**config.mk**
```make
export PLATFORM = sky130hd
export DESIGN_NAME = time_sync_retry_scheduler
export DESIGN_NICKNAME = d
export VERILOG_FILES = /design/src/hw/rtl/tsrs_pkg.sv /design/src/hw/rtl/tsrs_decide.sv /design/src/hw/rtl/time_sync_retry_scheduler.sv
export SDC_FILE = /design/constraint.sdc
export NUM_CORES = 1
export LEC_CHECK = 0
export BUFFER_PORTS_ARGS = -buffer_cell sky130_fd_sc_hd__buf_4
export CAP_MARGIN = 25
export CORE_ASPECT_RATIO = 0.5
export CORE_UTILIZATION = 28
export CTS_CLUSTER_SIZE = 28
export DETAILED_ROUTE_END_ITERATION = 12
export GPL_ROUTABILITY_DRIVEN = 1
export PLACE_DENSITY = 0.48
export SLEW_MARGIN = 20
export SYNTH_ARGS = -nofsm -noshare
export SYNTH_HDL_FRONTEND = slang
export SYNTH_SLANG_ARGS = --single-unit
```
**constraint.sdc**
```tcl
create_clock -name clk -period 6 [get_ports clk]
set_input_delay 0 -clock clk [delete_from_list [all_inputs] [get_ports clk]]
set_output_delay 0 -clock clk [all_outputs]
set_load 0.05 [all_outputs]
```
**src/hw/rtl/tsrs_pkg.sv**
```systemverilog
// ---------------------------------------------------------------------------
// tsrs_pkg
// Shared types, register indexes and time helpers for the time sync retry
// scheduler.
// ---------------------------------------------------------------------------
`default_nettype none

package tsrs_pkg;

  // Width of the free running millisecond time and of all time differences
  localparam int TimeW = 32;

  typedef logic [TimeW-1:0] ms_t;
  typedef logic [31:0]      utc_t;
  typedef logic [7:0]       cnt_t;

  // Result codes
  typedef enum logic [1:0] {
    ACT_NONE    = 2'd0,
    ACT_START   = 2'd1,
    ACT_SUCCESS = 2'd2,
    ACT_TIMEOUT = 2'd3
  } action_t;

  // Configuration register indexes
  typedef enum logic [2:0] {
    REG_STABLE_DELAY   = 3'd0,
    REG_BOOT_RETRY     = 3'd1,
    REG_BOOT_MAX       = 3'd2,
    REG_ROUTINE_PERIOD = 3'd3,
    REG_TOUR_COUNT     = 3'd4,
    REG_ATTEMPT_TMO    = 3'd5,
    REG_MIN_VALID      = 3'd6
  } cfg_reg_t;

  // Reset values of the configuration registers
  localparam ms_t  StableDelayRst   = ms_t'(120000);
  localparam ms_t  BootRetryRst     = ms_t'(30000);
  localparam cnt_t BootMaxRst       = cnt_t'(10);
  localparam ms_t  RoutinePeriodRst = ms_t'(3000000);
  localparam cnt_t TourCountRst     = cnt_t'(1);
  localparam ms_t  AttemptTmoRst    = ms_t'(10000);
  localparam utc_t MinValidRst      = utc_t'(1700000000);

  typedef struct packed {
    ms_t  stable_delay_ms;
    ms_t  boot_retry_ms;
    cnt_t boot_attempt_limit;
    ms_t  routine_period_ms;
    cnt_t routine_tour_count;
    ms_t  attempt_timeout_ms;
    utc_t min_valid_time;
  } sched_cfg_t;

  typedef struct packed {
    logic attempt_pending;
    logic synced_once;
    ms_t  link_up_since;
    ms_t  last_boot_attempt;
    ms_t  last_tour_start;
    cnt_t boot_attempts;
    cnt_t tour_counter;
    ms_t  attempt_start;
  } sched_state_t;

  typedef struct packed {
    ms_t  now_ms;
    logic link_up;
    logic clock_available;
    utc_t utc_now;
  } tick_t;

  typedef struct packed {
    action_t action;
    utc_t    sync_time;
  } sched_res_t;

  // Wrapping difference of two millisecond times
  function automatic ms_t elapsed(input ms_t now, input ms_t then);
    elapsed = now - then;
  endfunction

endpackage

`default_nettype wire

```
**src/hw/rtl/tsrs_decide.sv**
```systemverilog
// ---------------------------------------------------------------------------
// tsrs_decide
// Combinational per-tick decision: next scheduler state and the result beat.
// ---------------------------------------------------------------------------
`default_nettype none

module tsrs_decide (
  input  wire tsrs_pkg::sched_cfg_t   cfg,
  input  wire tsrs_pkg::sched_state_t st,
  input  wire tsrs_pkg::tick_t        tick,
  output tsrs_pkg::sched_state_t      st_next,
  output tsrs_pkg::sched_res_t        res
);
  import tsrs_pkg::*;

  cnt_t tour_inc;

  always_comb begin
    st_next       = st;
    res.action    = ACT_NONE;
    res.sync_time = '0;
    tour_inc      = st.tour_counter + cnt_t'(1);

    if (st.attempt_pending) begin
      // Pending attempt: success wins over timeout
      if (tick.utc_now >= cfg.min_valid_time) begin
        st_next.attempt_pending = 1'b0;
        st_next.synced_once     = 1'b1;
        st_next.last_tour_start = tick.now_ms;
        res.action              = ACT_SUCCESS;
        res.sync_time           = tick.utc_now;
      end else if (elapsed(tick.now_ms, st.attempt_start) >= cfg.attempt_timeout_ms) begin
        st_next.attempt_pending = 1'b0;
        res.action              = ACT_TIMEOUT;
      end
    end else if (!tick.link_up) begin
      // Link down: forget when it came up
      st_next.link_up_since = '0;
    end else begin
      // Latch link-up time and restart the boot phase
      if (st.link_up_since == '0) begin
        st_next.link_up_since     = tick.now_ms;
        st_next.last_boot_attempt = '0;
        st_next.boot_attempts     = '0;
      end
      if (elapsed(tick.now_ms, st_next.link_up_since) >= cfg.stable_delay_ms) begin
        if (!st.synced_once && (st_next.boot_attempts < cfg.boot_attempt_limit)) begin
          // Boot phase: fast attempts at the boot spacing
          if (elapsed(tick.now_ms, st_next.last_boot_attempt) >= cfg.boot_retry_ms) begin
            st_next.last_boot_attempt = tick.now_ms;
            st_next.boot_attempts     = st_next.boot_attempts + cnt_t'(1);
            st_next.attempt_pending   = 1'b1;
            st_next.attempt_start     = tick.now_ms;
            res.action                = ACT_START;
          end
        end else if (elapsed(tick.now_ms, st.last_tour_start) >= cfg.routine_period_ms) begin
          // Routine phase: one tour has ended
          st_next.last_tour_start = tick.now_ms;
          if (!tick.clock_available) begin
            st_next.attempt_pending = 1'b1;
            st_next.attempt_start   = tick.now_ms;
            res.action              = ACT_START;
          end else begin
            st_next.tour_counter = tour_inc;
            if (tour_inc >= cfg.routine_tour_count) begin
              st_next.tour_counter    = '0;
              st_next.attempt_pending = 1'b1;
              st_next.attempt_start   = tick.now_ms;
              res.action              = ACT_START;
            end
          end
        end
      end
    end
  end

endmodule

`default_nettype wire

```
**src/hw/rtl/time_sync_retry_scheduler.sv**
```systemverilog
// ---------------------------------------------------------------------------
// time_sync_retry_scheduler
// Decides per poll tick whether to start, succeed or abandon a time sync
// attempt, with a boot phase of fast retries and a slower routine phase.
// ---------------------------------------------------------------------------
// Each accepted input beat is one poll tick and yields exactly one result
// beat. A tick is captured in an input register, decided combinationally in
// the single decision stage that owns the scheduler state and held in the
// output register. A new tick is taken every cycle while the output register
// is free or drains; a stall on the output side holds back the input.
// Configuration registers take one write per cycle (cfg_ready is always
// high) and should be changed only while no tick is in flight.
// Reset restores the default delays, retry counts and valid-time threshold.
`default_nettype none

module time_sync_retry_scheduler (
  input  wire logic              clk,
  input  wire logic              rst,
  // configuration
  input  wire logic              cfg_valid,
  output logic                   cfg_ready,
  input  wire logic [2:0]        cfg_index,
  input  wire logic [31:0]       cfg_data,
  // poll ticks
  input  wire logic              in_valid,
  output logic                   in_ready,
  input  wire tsrs_pkg::ms_t     now_ms,
  input  wire logic              link_up,
  input  wire logic              clock_available,
  input  wire tsrs_pkg::utc_t    utc_now,
  // results
  output logic                   out_valid,
  input  wire logic              out_ready,
  output tsrs_pkg::action_t      action,
  output tsrs_pkg::utc_t         sync_time,
  output logic                   ever_synced,
  output tsrs_pkg::cnt_t         boot_attempt_count
);
  import tsrs_pkg::*;

  sched_cfg_t   cfg;
  sched_state_t st;
  sched_state_t st_next;
  sched_res_t   res;
  tick_t        s1;
  logic         s1_valid;
  logic         advance;

  assign cfg_ready = 1'b1;

  // Configuration registers
  always_ff @(posedge clk) begin
    if (rst) begin
      cfg.stable_delay_ms    <= StableDelayRst;
      cfg.boot_retry_ms      <= BootRetryRst;
      cfg.boot_attempt_limit <= BootMaxRst;
      cfg.routine_period_ms  <= RoutinePeriodRst;
      cfg.routine_tour_count <= TourCountRst;
      cfg.attempt_timeout_ms <= AttemptTmoRst;
      cfg.min_valid_time     <= MinValidRst;
    end else if (cfg_valid) begin
      case (cfg_index)
        REG_STABLE_DELAY:   cfg.stable_delay_ms    <= ms_t'(cfg_data);
        REG_BOOT_RETRY:     cfg.boot_retry_ms      <= ms_t'(cfg_data);
        REG_BOOT_MAX:       cfg.boot_attempt_limit <= cfg_data[7:0];
        REG_ROUTINE_PERIOD: cfg.routine_period_ms  <= ms_t'(cfg_data);
        REG_TOUR_COUNT:     cfg.routine_tour_count <= cfg_data[7:0];
        REG_ATTEMPT_TMO:    cfg.attempt_timeout_ms <= ms_t'(cfg_data);
        REG_MIN_VALID:      cfg.min_valid_time     <= cfg_data;
        default: ;
      endcase
    end
  end

  // Advance the decision stage when the output register is free or drains
  assign advance  = !out_valid || out_ready;
  assign in_ready = !s1_valid || advance;

  // Input register
  always_ff @(posedge clk) begin
    if (rst) begin
      s1_valid <= 1'b0;
    end else if (in_ready) begin
      s1_valid <= in_valid;
    end
  end

  always_ff @(posedge clk) begin
    if (in_valid && in_ready) begin
      s1.now_ms          <= now_ms;
      s1.link_up         <= link_up;
      s1.clock_available <= clock_available;
      s1.utc_now         <= utc_now;
    end
  end

  tsrs_decide u_decide (
    .cfg     (cfg),
    .st      (st),
    .tick    (s1),
    .st_next (st_next),
    .res     (res)
  );

  // Scheduler state and output register
  always_ff @(posedge clk) begin
    if (rst) begin
      st        <= '0;
      out_valid <= 1'b0;
    end else if (advance) begin
      out_valid <= s1_valid;
      if (s1_valid) begin
        st <= st_next;
      end
    end
  end

  always_ff @(posedge clk) begin
    if (advance && s1_valid) begin
      action             <= res.action;
      sync_time          <= res.sync_time;
      ever_synced        <= st_next.synced_once;
      boot_attempt_count <= st_next.boot_attempts;
    end
  end

  // Success is only reported with the synced flag set
  a_success_synced: assert property (@(posedge clk) disable iff (rst)
    out_valid && (action == ACT_SUCCESS) |-> ever_synced)
    else $error("success reported without ever_synced");

  // Sync time is zero except on success
  a_sync_time_zero: assert property (@(posedge clk) disable iff (rst)
    out_valid && (action != ACT_SUCCESS) |-> (sync_time == '0))
    else $error("nonzero sync_time without success");

  // Once synced, stay synced
  a_synced_sticky: assert property (@(posedge clk) disable iff (rst)
    st.synced_once |=> st.synced_once)
    else $error("synced flag dropped");

  // A started attempt leaves an attempt pending
  a_start_pending: assert property (@(posedge clk) disable iff (rst)
    advance && s1_valid && (res.action == ACT_START) |=> st.attempt_pending)
    else $error("attempt started but not pending");

  // No new attempt starts while one is pending
  a_no_double_start: assert property (@(posedge clk) disable iff (rst)
    advance && s1_valid && st.attempt_pending |-> (res.action != ACT_START))
    else $error("attempt started while one pending");

endmodule

`default_nettype wire

```
# Yosys cells after proc, flatten, opt, wreduce, memory -nomap -nowiden
# Index checks and enable logic that the tools add are counted.
word_totals:
  regBits: 433
  output_inout_bits: 46
  wordCells: 131
op_classes:
  n_addsub: 6
  bitwise_logic: 2
  n_mux: 53
  n_eq_ne: 10
  n_reduce_logical: 28
  n_lt_le_gt_ge: 7
op_table:
  columns: ["operator", "count"]
  rows:
  - ["two-way mux 32 bit", 10]
  - ["two-way mux 40 bit", 8]
  - ["two-way mux 64 bit", 3]
  - [">= comparator 32 bit", 5]
  - ["subtractor 32 bit", 4]
  - ["two-way mux 112 bit", 1]
  - ["two-way mux 80 bit", 1]
  - ["two-way mux 8 bit", 7]
  - ["two-way mux 48 bit", 1]
  - ["zero test 32 bit", 1]
  - ["AND reduction 2 bit", 9]
  - ["adder 8 x 1 -> 8 bit, second input constant", 2]
  - ["AND reduction 8 bit", 2]
  - ["two-way mux 1 bit", 15]
  - ["two-way mux 2 bit", 7]
  - ["equality test 3 bit, second input constant", 3]
  - [">= comparator 8 bit", 1]
  - ["less-than comparator 8 bit", 1]
  - ["nonzero test 2 bit", 4]
  - ["AND reduction 7 bit", 1]
  - ["equality test 3 x 2 -> 1 bit, second input constant", 2]
  - ["!= test 6 bit, second input constant", 1]
  - ["!= test 2 bit, second input constant", 2]
  - ["AND reduction 4 bit", 1]
  - ["8 further kinds", 14]

# Depth between registers and ports, before layout
# Gate-level depths: netlist (run 1).
logic_depth:
  ltp_word: 16
  ltp_mapped: 32
  depth_no_buf: 27

# Modules after synthesis
# A second synthesis (run 1) with hierarchy kept.
hier_totals:
  cells_unflattened: 3383
  area_unflattened_um2: 29112.9
modules_own_cells:
  columns: ["mod", "cells_each", "n_inst", "area_per_inst_um2", "seq_area_each_um2"]
  rows:
  - ["time_sync_retry_scheduler", 1498, 1, 16012.9, 9759.4]
  - ["tsrs_decide", 1885, 1, 13100.1, 0.0]

# Worst setup path after synthesis (run 1)
# No wires, ideal clock.
synth_path:
  path_type: "flip-flop to flip-flop"
  startpoint: "register st[128] (netlist name)"
  endpoint: "register boot_attempt_count[6], data pin"
  arrival_ps: 5429
  path_slack_ps: 309
  stages_incl_launch_ff: 30
  required_ps: 5739
  path_buffers: 5
  period_less_slack_ps: 5691
  setup_ps: 261
  cell_sequence: "dfxtp_1 > nor4_1 > nand4_1 > or2_2 > clkbuf_1 > clkbuf_1 > clkbuf_1 > nand2_1 > ha_1 > nor2b_1 > o2111ai_1 > nand4_1 > a31o_2 > a21oi_1 > o21ai_0 > a21o_1 > a21oi_1 > xnor2_1 > ha_1 > a21o_1 > a21oi_1 > o221ai_1 > a221o_1 > a21oi_1 > o221ai_1 > and3_1 > buf_6 > buf_6 > and4_1 > xnor2_1"
synth_rtl:
  columns: ["element", "line", "source"]
  rows:
  - ["end signal: assignment", "time_sync_retry_scheduler.sv:123", "boot_attempt_count <= st_next.boot_attempts;"]
  - ["end: declaration", "time_sync_retry_scheduler.sv:37", "output tsrs_pkg::cnt_t boot_attempt_count"]

==> results of run 1 <==
## routing by layer
metal  track usage (%)  wire length (um)  up-vias
met1              25.1             42800    10700
met5                 0                 0        -
met2              26.9             37500      393
met4              4.58              1840        0
met3              2.65              3710       98
li1                  -                 -    11400
## power by group
| group | leakage [nW] | switching (mW) | total, mW | internal, mW |
|---|---|---|---|---|
| combinational | 9.20 | 2.77 | 5.32 | 2.55 |
| clock | 0.807 | 1.35 | 3.15 | 1.80 |
| sequential | 3.68 | 0.115 | 3.25 | 3.14 |
| total | 13.7 | 4.23 | 11.7 | 7.49 |
## repair_timing
item,in CTS,in global routing
setup buffers,8,12
endpoints found under the hold margin,244,0
pin swaps,16,56
setup endpoints to repair,121,122
cloned,1,15
hold buffers,105,0
gates resized for setup,29,95
## area by class of cell
cell class	instances	area share [%]
clock buffers	62	4.02
multi-input cells	2178	44.9
well taps	1240	4.64
flip-flops and latches	433	29.2
clock inverters	28	0.856
repair buffers	504	13.4
inverters	270	3.03
## cell families (layout without fill, tap and decap cells)
group                      Yosys count  count (layout)  synth area share [%]
and+or+nand+nor                    935             936                  16.7
AOI/OAI and AO/OA                  811             811                  20.2
DFF                                433             433                  37.9
buffers and inverters              388             864                  6.01
adders and majority gates          306             306                  15.0
xor gates and xnor gates           121             121                  4.11
muxes                                3               3                 0.117
other                                1               1                0.0145
## sequential cells by signal (all words and copies together), names as in the netlist
register            flops
cfg                   176
st                    146
s1_valid                1
action                  2
ever_synced             1
boot_attempt_count      8
s1                     66
out_valid               1
sync_time              32
## layout by cell type (no fill, tap or decap), drive strengths merged, types with 12 or more instances in the layout
cell         synthesis  layout
nor2b               32      32
nand4               35      35
o31ai               39      39
nand3               67      67
inv                270     273
nand3b              34      34
and2                17      17
dfxtp              324     324
dlygate4sd3          0     105
a21oi              348     348
nor3                28      28
o211ai              12      12
edfxtp             109     109
ha                 302     302
xnor2               83      83
buf                 24     388
o21bai              14      14
clkbuf              94      73
a31oi               17      17
o21ai               99      99
o21a                22      22
clkinv               0      17
a21o                95      95
xor2                38      38
a211oi              16      16
nand2b              32      32
a211o               19      19
and3                50      51
nor4                13      13
nor2               172     172
a22o                65      65
nand2              429     429
## worst max-delay path: cells and delay by family (launching register included)
kind / cells / cell delay (ns)
AO/OA/AOI/OAI: 12 / 2.25
XOR/XNOR: 1 / 0.15
adder cells (fa/ha/maj): 3 / 0.62
buffers and inverters: 6 / 0.78
flip-flops: 1 / 0.33
AND/OR/NAND/NOR: 7 / 1.40
## worst paths after layout
check,endpoint,startpoint,cells after the start
worst max-delay path,boot_attempt_count[1],st[135],29
worst min-delay path,cfg[112],rst,2
worst max register to register,boot_attempt_count[1],st[135],29
worst min register to register,cfg[172],cfg[172],2
## stage by stage
step	hold WS [ns]	setup slack [ns]	std cells	utilization [%]	total power, mW
final	0.0784	0.213	4715	36.8	11.7
after CTS	0.0541	0.00654	4687	35.9	11.3
after global routing	0.0806	-0.0963	4715	36.8	12.5
after floorplan	0.0989	0.309	2998	-	6.21
after detailed placement	0.180	-0.612	4483	32.7	7.84
after global placement	0.179	-0.469	4482	32.7	7.78
==> impl_metrics.csv, run 1 <==
group,metric,value,unit
flow_run,cap_violations,0,
grt,grt_pass1_vias,21800,
synth,synth_top_area_share,25.2,%
synth,synth.top_cells.by_count,"nand2_1, a21oi_1, dfxtp_1",
clock_network,cts_max_path_buffers,3,
min_path,hold_class,"input pin to flip-flop",
finish,drive_gt1_share,17.2,%
setup_path,reg2reg_slack,0.21,ns
setup_path,crit_fanout,5,
die,start_util,28.4,%
sta,final.setup.tns,0,ns
finish,syn_to_final_growth,29.8,%
synth,synthCells,2998,
die,fp-row-count,78,
die,die_width,431,um
detailed_routing,viasPerCell,4.80,
detailed_routing,drc,0,
synth,yosysMostFrequentCell,"nand2_1",
sta,period_share,96.5,%
die,ioPinCount,152,
grt,grt_max_degree,154,
die,core_area,90900,sq um
setup_path,crit_slowest_cell,"or2_4",
die,die_area,93300,sq um
setup_path,cpMostUsedCell,"buf_4",
synth,ys_seq_elements,433,
grt,grt_overflow,0,
finish,diodes,0,
setup_path,worstSetupPathType,"flip-flop to flip-flop",
synth,ys_async_sr_fraction,0,%
power_and_ir_drop,power_density,350,nW/um^2
placement,place_hpwl,61400,um
sta,worst_clock_skew,0.0214,ns
sta,relSlewSlack,27.7,%
synth,synth_edf_count,109,
synth,syn_avg_cell_area,8.60,sq um
power_and_ir_drop,power.ir.vdd_worst,189,uV
grt,track_usage,17.4,%
clock_network,clk_pin_slew_worst_paths,0.07,ns
clock_network,cts_buffers,48,
clock_network,cts_root_buf,"clkbuf_16",
setup_path,worstSetupStartpointType,"flip-flop",
synth,synth_nets,3410,
clock_network,cts.sinks,433,
finish,num-fill-cells,9208,
power_and_ir_drop,power_leakage,13.7,nW
grt,antenna_found_initial,0,
detailed_routing,drt_wl_total,85900,um
detailed_routing,vias,22600,
sta,maxSlewViolCount,0,
synth,yosysWarnings,0,
detailed_routing,wl_per_cell,18.2,um
sta,finalSetupViolations,0,
grt,grt_first_pass_wirelength,127000,um
sta,rsz0062_at_grt,"true",
clock_network,clk_latency,0.62,ns
synth,synth-seq-area-share,37.9,%
clock_network,cts_tree,"built",
finish,final-seq-area,9760,sq um
finish,final_cell_area,33500,sq um
detailed_routing,firstDrtPassIters,5,
setup_path,critPathRequiredTime,6.37,ns
synth,synth_ff_type,"dfxtp_1",
sta,hold_viol_final,0,
placement,placed_area,29700,sq um
sta,finalCriticalPeriod,5.79,ns
outcome,outcome,"finished, final reports clean",
setup_path,cpPeakStageDelay,0.36,ns
synth,synth_area_leader_cell,"dfxtp_1",
setup_path,worstPathArrival,6.16,ns
placement,gp_congestion,0.854,
detailed_routing,first_iter_violations,1360,
synth,synth.area.top_cells,"dfxtp_1, ha_1, edfxtp_1",
clock_network,cts_max_level,2,
synth,syn-cell-area,25800,sq um
placement,io_buffers,150,
finish,multi_input_area,15000,sq um
die,die_h,217,um
sta,max_freq,173,MHz
finish,nNetsFinal,3847,
synth,synthDistinctLibCells,82,
detailed_routing,ant_nets,0,
setup_path,crit_path_end_kind,"flip-flop",
sta,tightest_slew,1.08,ns
No activity file was read; power rests on OpenSTA's default activity.
==> inputs of run 2 (changes only) <==
RECOVER_POWER = 50   (was default)
==> run 2 against run 1 <==
The flow now finishes with violations (capacitance limit, slew limit). Total power decreased by 0.15%. Sequential share of layout area increased by 0.18 points. Fmax about the same. Final cell count about the same. Flip-flop and latch count unchanged. Utilization decreased by 0.22 points. Die area unchanged. Combinational power about the same. Critical path depth decreased by 1. Count of clock-buffer cells in the layout unchanged. Clock power about the same.
==> impl_metrics.csv, run 2 (same netlist as run 1, synthesis figures left out) <==
group,metric,value,unit
grt,grt_overflow,0,
detailed_routing,viasPerCell,4.80,
sta,rsz0062_at_grt,"true",
setup_path,reg2reg_slack,0.21,ns
grt,track_usage,17.4,%
finish,layout_commonest_cell,"nand2_1",
clock_network,cts_root_buf,"clkbuf_16",
clock_network,cts_tree,"built",
setup_path,crit_path_end_kind,"flip-flop",
outcome,outcome,"finished with violations",
power_and_ir_drop,power_leakage,13.5,nW
setup_path,worstSetupPathType,"flip-flop to flip-flop",
min_path,whs_endpoint,"cfg[114]",
detailed_routing,wl_per_cell,18.2,um
finish,syn_to_final_growth,29.0,%
die,die_width,431,um
grt,grt_first_pass_wirelength,127000,um
setup_path,worstPathArrival,6.32,ns
setup_path,cpMostUsedCell,"a21oi_1",
sta,finalCriticalPeriod,5.79,ns
sta,tightest_slew,2.60,ns
clock_network,clk_pin_slew_worst_paths,0.06,ns
die,fp-row-count,78,
clock_network,cts.sinks,433,
finish,nNetsFinal,3847,
setup_path,critPathRequiredTime,6.53,ns
detailed_routing,drc,0,
setup_path,r2r_cells,28,
clock_network,clk_latency,0.62,ns
sta,maxSlewViolCount,106,
detailed_routing,firstDrtPassIters,5,
detailed_routing,ant_nets,0,
placement,placed_area,29700,sq um
placement,io_buffers,150,
finish,drive_gt1_share,15.6,%
detailed_routing,met3_wirelength,3880,um
min_path,holdPathStages,2,
grt,grt_pass1_vias,21800,
setup_path,cpPeakStageDelay,0.42,ns
detailed_routing,routed.top_layer,"met4",
finish,largestRegisters,"cfg: 176 flops, st: 146 flops, s1: 66 flops",
min_path,hold_class,"input pin to flip-flop",
die,die_h,217,um
setup_path,crit_slowest_cell,"o41ai_1",
setup_path,rr_endpoint,"st[43]",
die,start_util,28.4,%
detailed_routing,met2_length,37600,um
clock_network,cts_max_level,2,
power_and_ir_drop,power.ir.vdd_worst,184,uV
finish,final_cell_mix,"nand2_1, a21oi_1, dfxtp_1, ha_1, inv_1",
detailed_routing,wl_met1,42800,um
finish,fin_util,36.6,%
grt,grt_max_degree,154,
sta,max_freq,173,MHz
power_and_ir_drop,power_density,352,nW/um^2
sta,hold_viol_final,0,
detailed_routing,first_iter_violations,1402,
outcome,violations,"capacitance limit, slew limit",
grt,antenna_found_initial,0,
placement,gp_congestion,0.854,
die,core_area,90900,sq um
sta,relSlewSlack,-73.1,%
clock_network,cts_max_path_buffers,3,
sta,period_share,96.5,%
sta,whs,0.0778,ns
setup_path,r2r-start,"st[135]",
setup_path,crit_fanout,5,
sta,worst_clock_skew,0.0231,ns
flow_run,cap_violations,3,
detailed_routing,vias,22600,
clock_network,cts_buffers,48,
sta,finalSetupViolations,0,
detailed_routing,drt_wl_total,86000,um
setup_path,worstSetupStartpointType,"flip-flop",
die,die_area,93300,sq um
min_path,min_from,"rst",
finish,final_cell_area,33300,sq um
placement,place_hpwl,61400,um
die,ioPinCount,152,
finish,largest_register,"cfg",
finish,largest_reg_flops,176,
==> run 2: worst max-delay path by stage <==
stage / from / end / slack [ns]
2_1_floorplan: st[128] / boot_attempt_count[6] / 0.31
3_3_place_gp: st[135] / st[44] / -0.47
3_5_place_dp: st[140] / st[44] / -0.61
4_1_cts: st[142] / st[27] / 0.007
5_1_grt: st[135] / st[94] / -0.1
6_report: st[135] / st[43] / 0.21
==> run 2: timing repair <==
action	CTS	global route
gates resized for setup	29	95
gates cloned	1	15
setup buffers	8	12
pin swaps	16	56
endpoints found under the setup margin	121	122
hold buffers	105	0
endpoints found under the hold margin	244	0
==> run 2: layer usage <==
metal  vias to the layer above  GRT usage (%)
met2                       393           26.9
met1                     10700           25.1
met5                         -              0
met4                         0           4.58
li1                      11400              -
met3                        96           2.65
==> run 2: critical path: cells and delay by family, from the launching register on <==
| family | cells | cell delay, ns |
|---|---|---|
| XOR/XNOR | 1 | 0.12 |
| AO/OA/AOI/OAI | 12 | 2.22 |
| buffers and inverters | 3 | 0.36 |
| adder cells (fa/ha/maj) | 3 | 0.69 |
| flip-flops | 1 | 0.33 |
| AND/OR/NAND/NOR | 9 | 1.99 |
==> run 2: metrics by stage <==
stage | setup TNS, ns | setup WS (ns) | cells | power [mW]
finish | 0 | 0.208 | 4716 | 11.7
global route | -4.36 | -0.0963 | 4715 | 12.5
CTS | 0 | 0.00654 | 4687 | 11.3
detailed placement | -35.91 | -0.612 | 4483 | 7.84
global placement | -26.97 | -0.469 | 4482 | 7.78
floorplan | 0 | 0.309 | 2998 | 6.21
==> run 2: area by class of cell <==
class	instances	area (sq um)
fillers	9260	57600
multi-input cells	2178	15000
flip-flops and latches	433	9760
repair buffers	504	4280
well taps	1240	1550
clock buffers	62	1350
inverters	270	1010
clock inverters	28	287
diodes	1	2.50
==> run 2: report_power, final <==
part,internal [mW],switching [mW],leakage (nW),total (mW)
sequential,3.14,0.115,3.68,3.26
clock,1.80,1.35,0.807,3.15
combinational,2.53,2.76,8.99,5.30
total,7.48,4.23,13.5,11.7
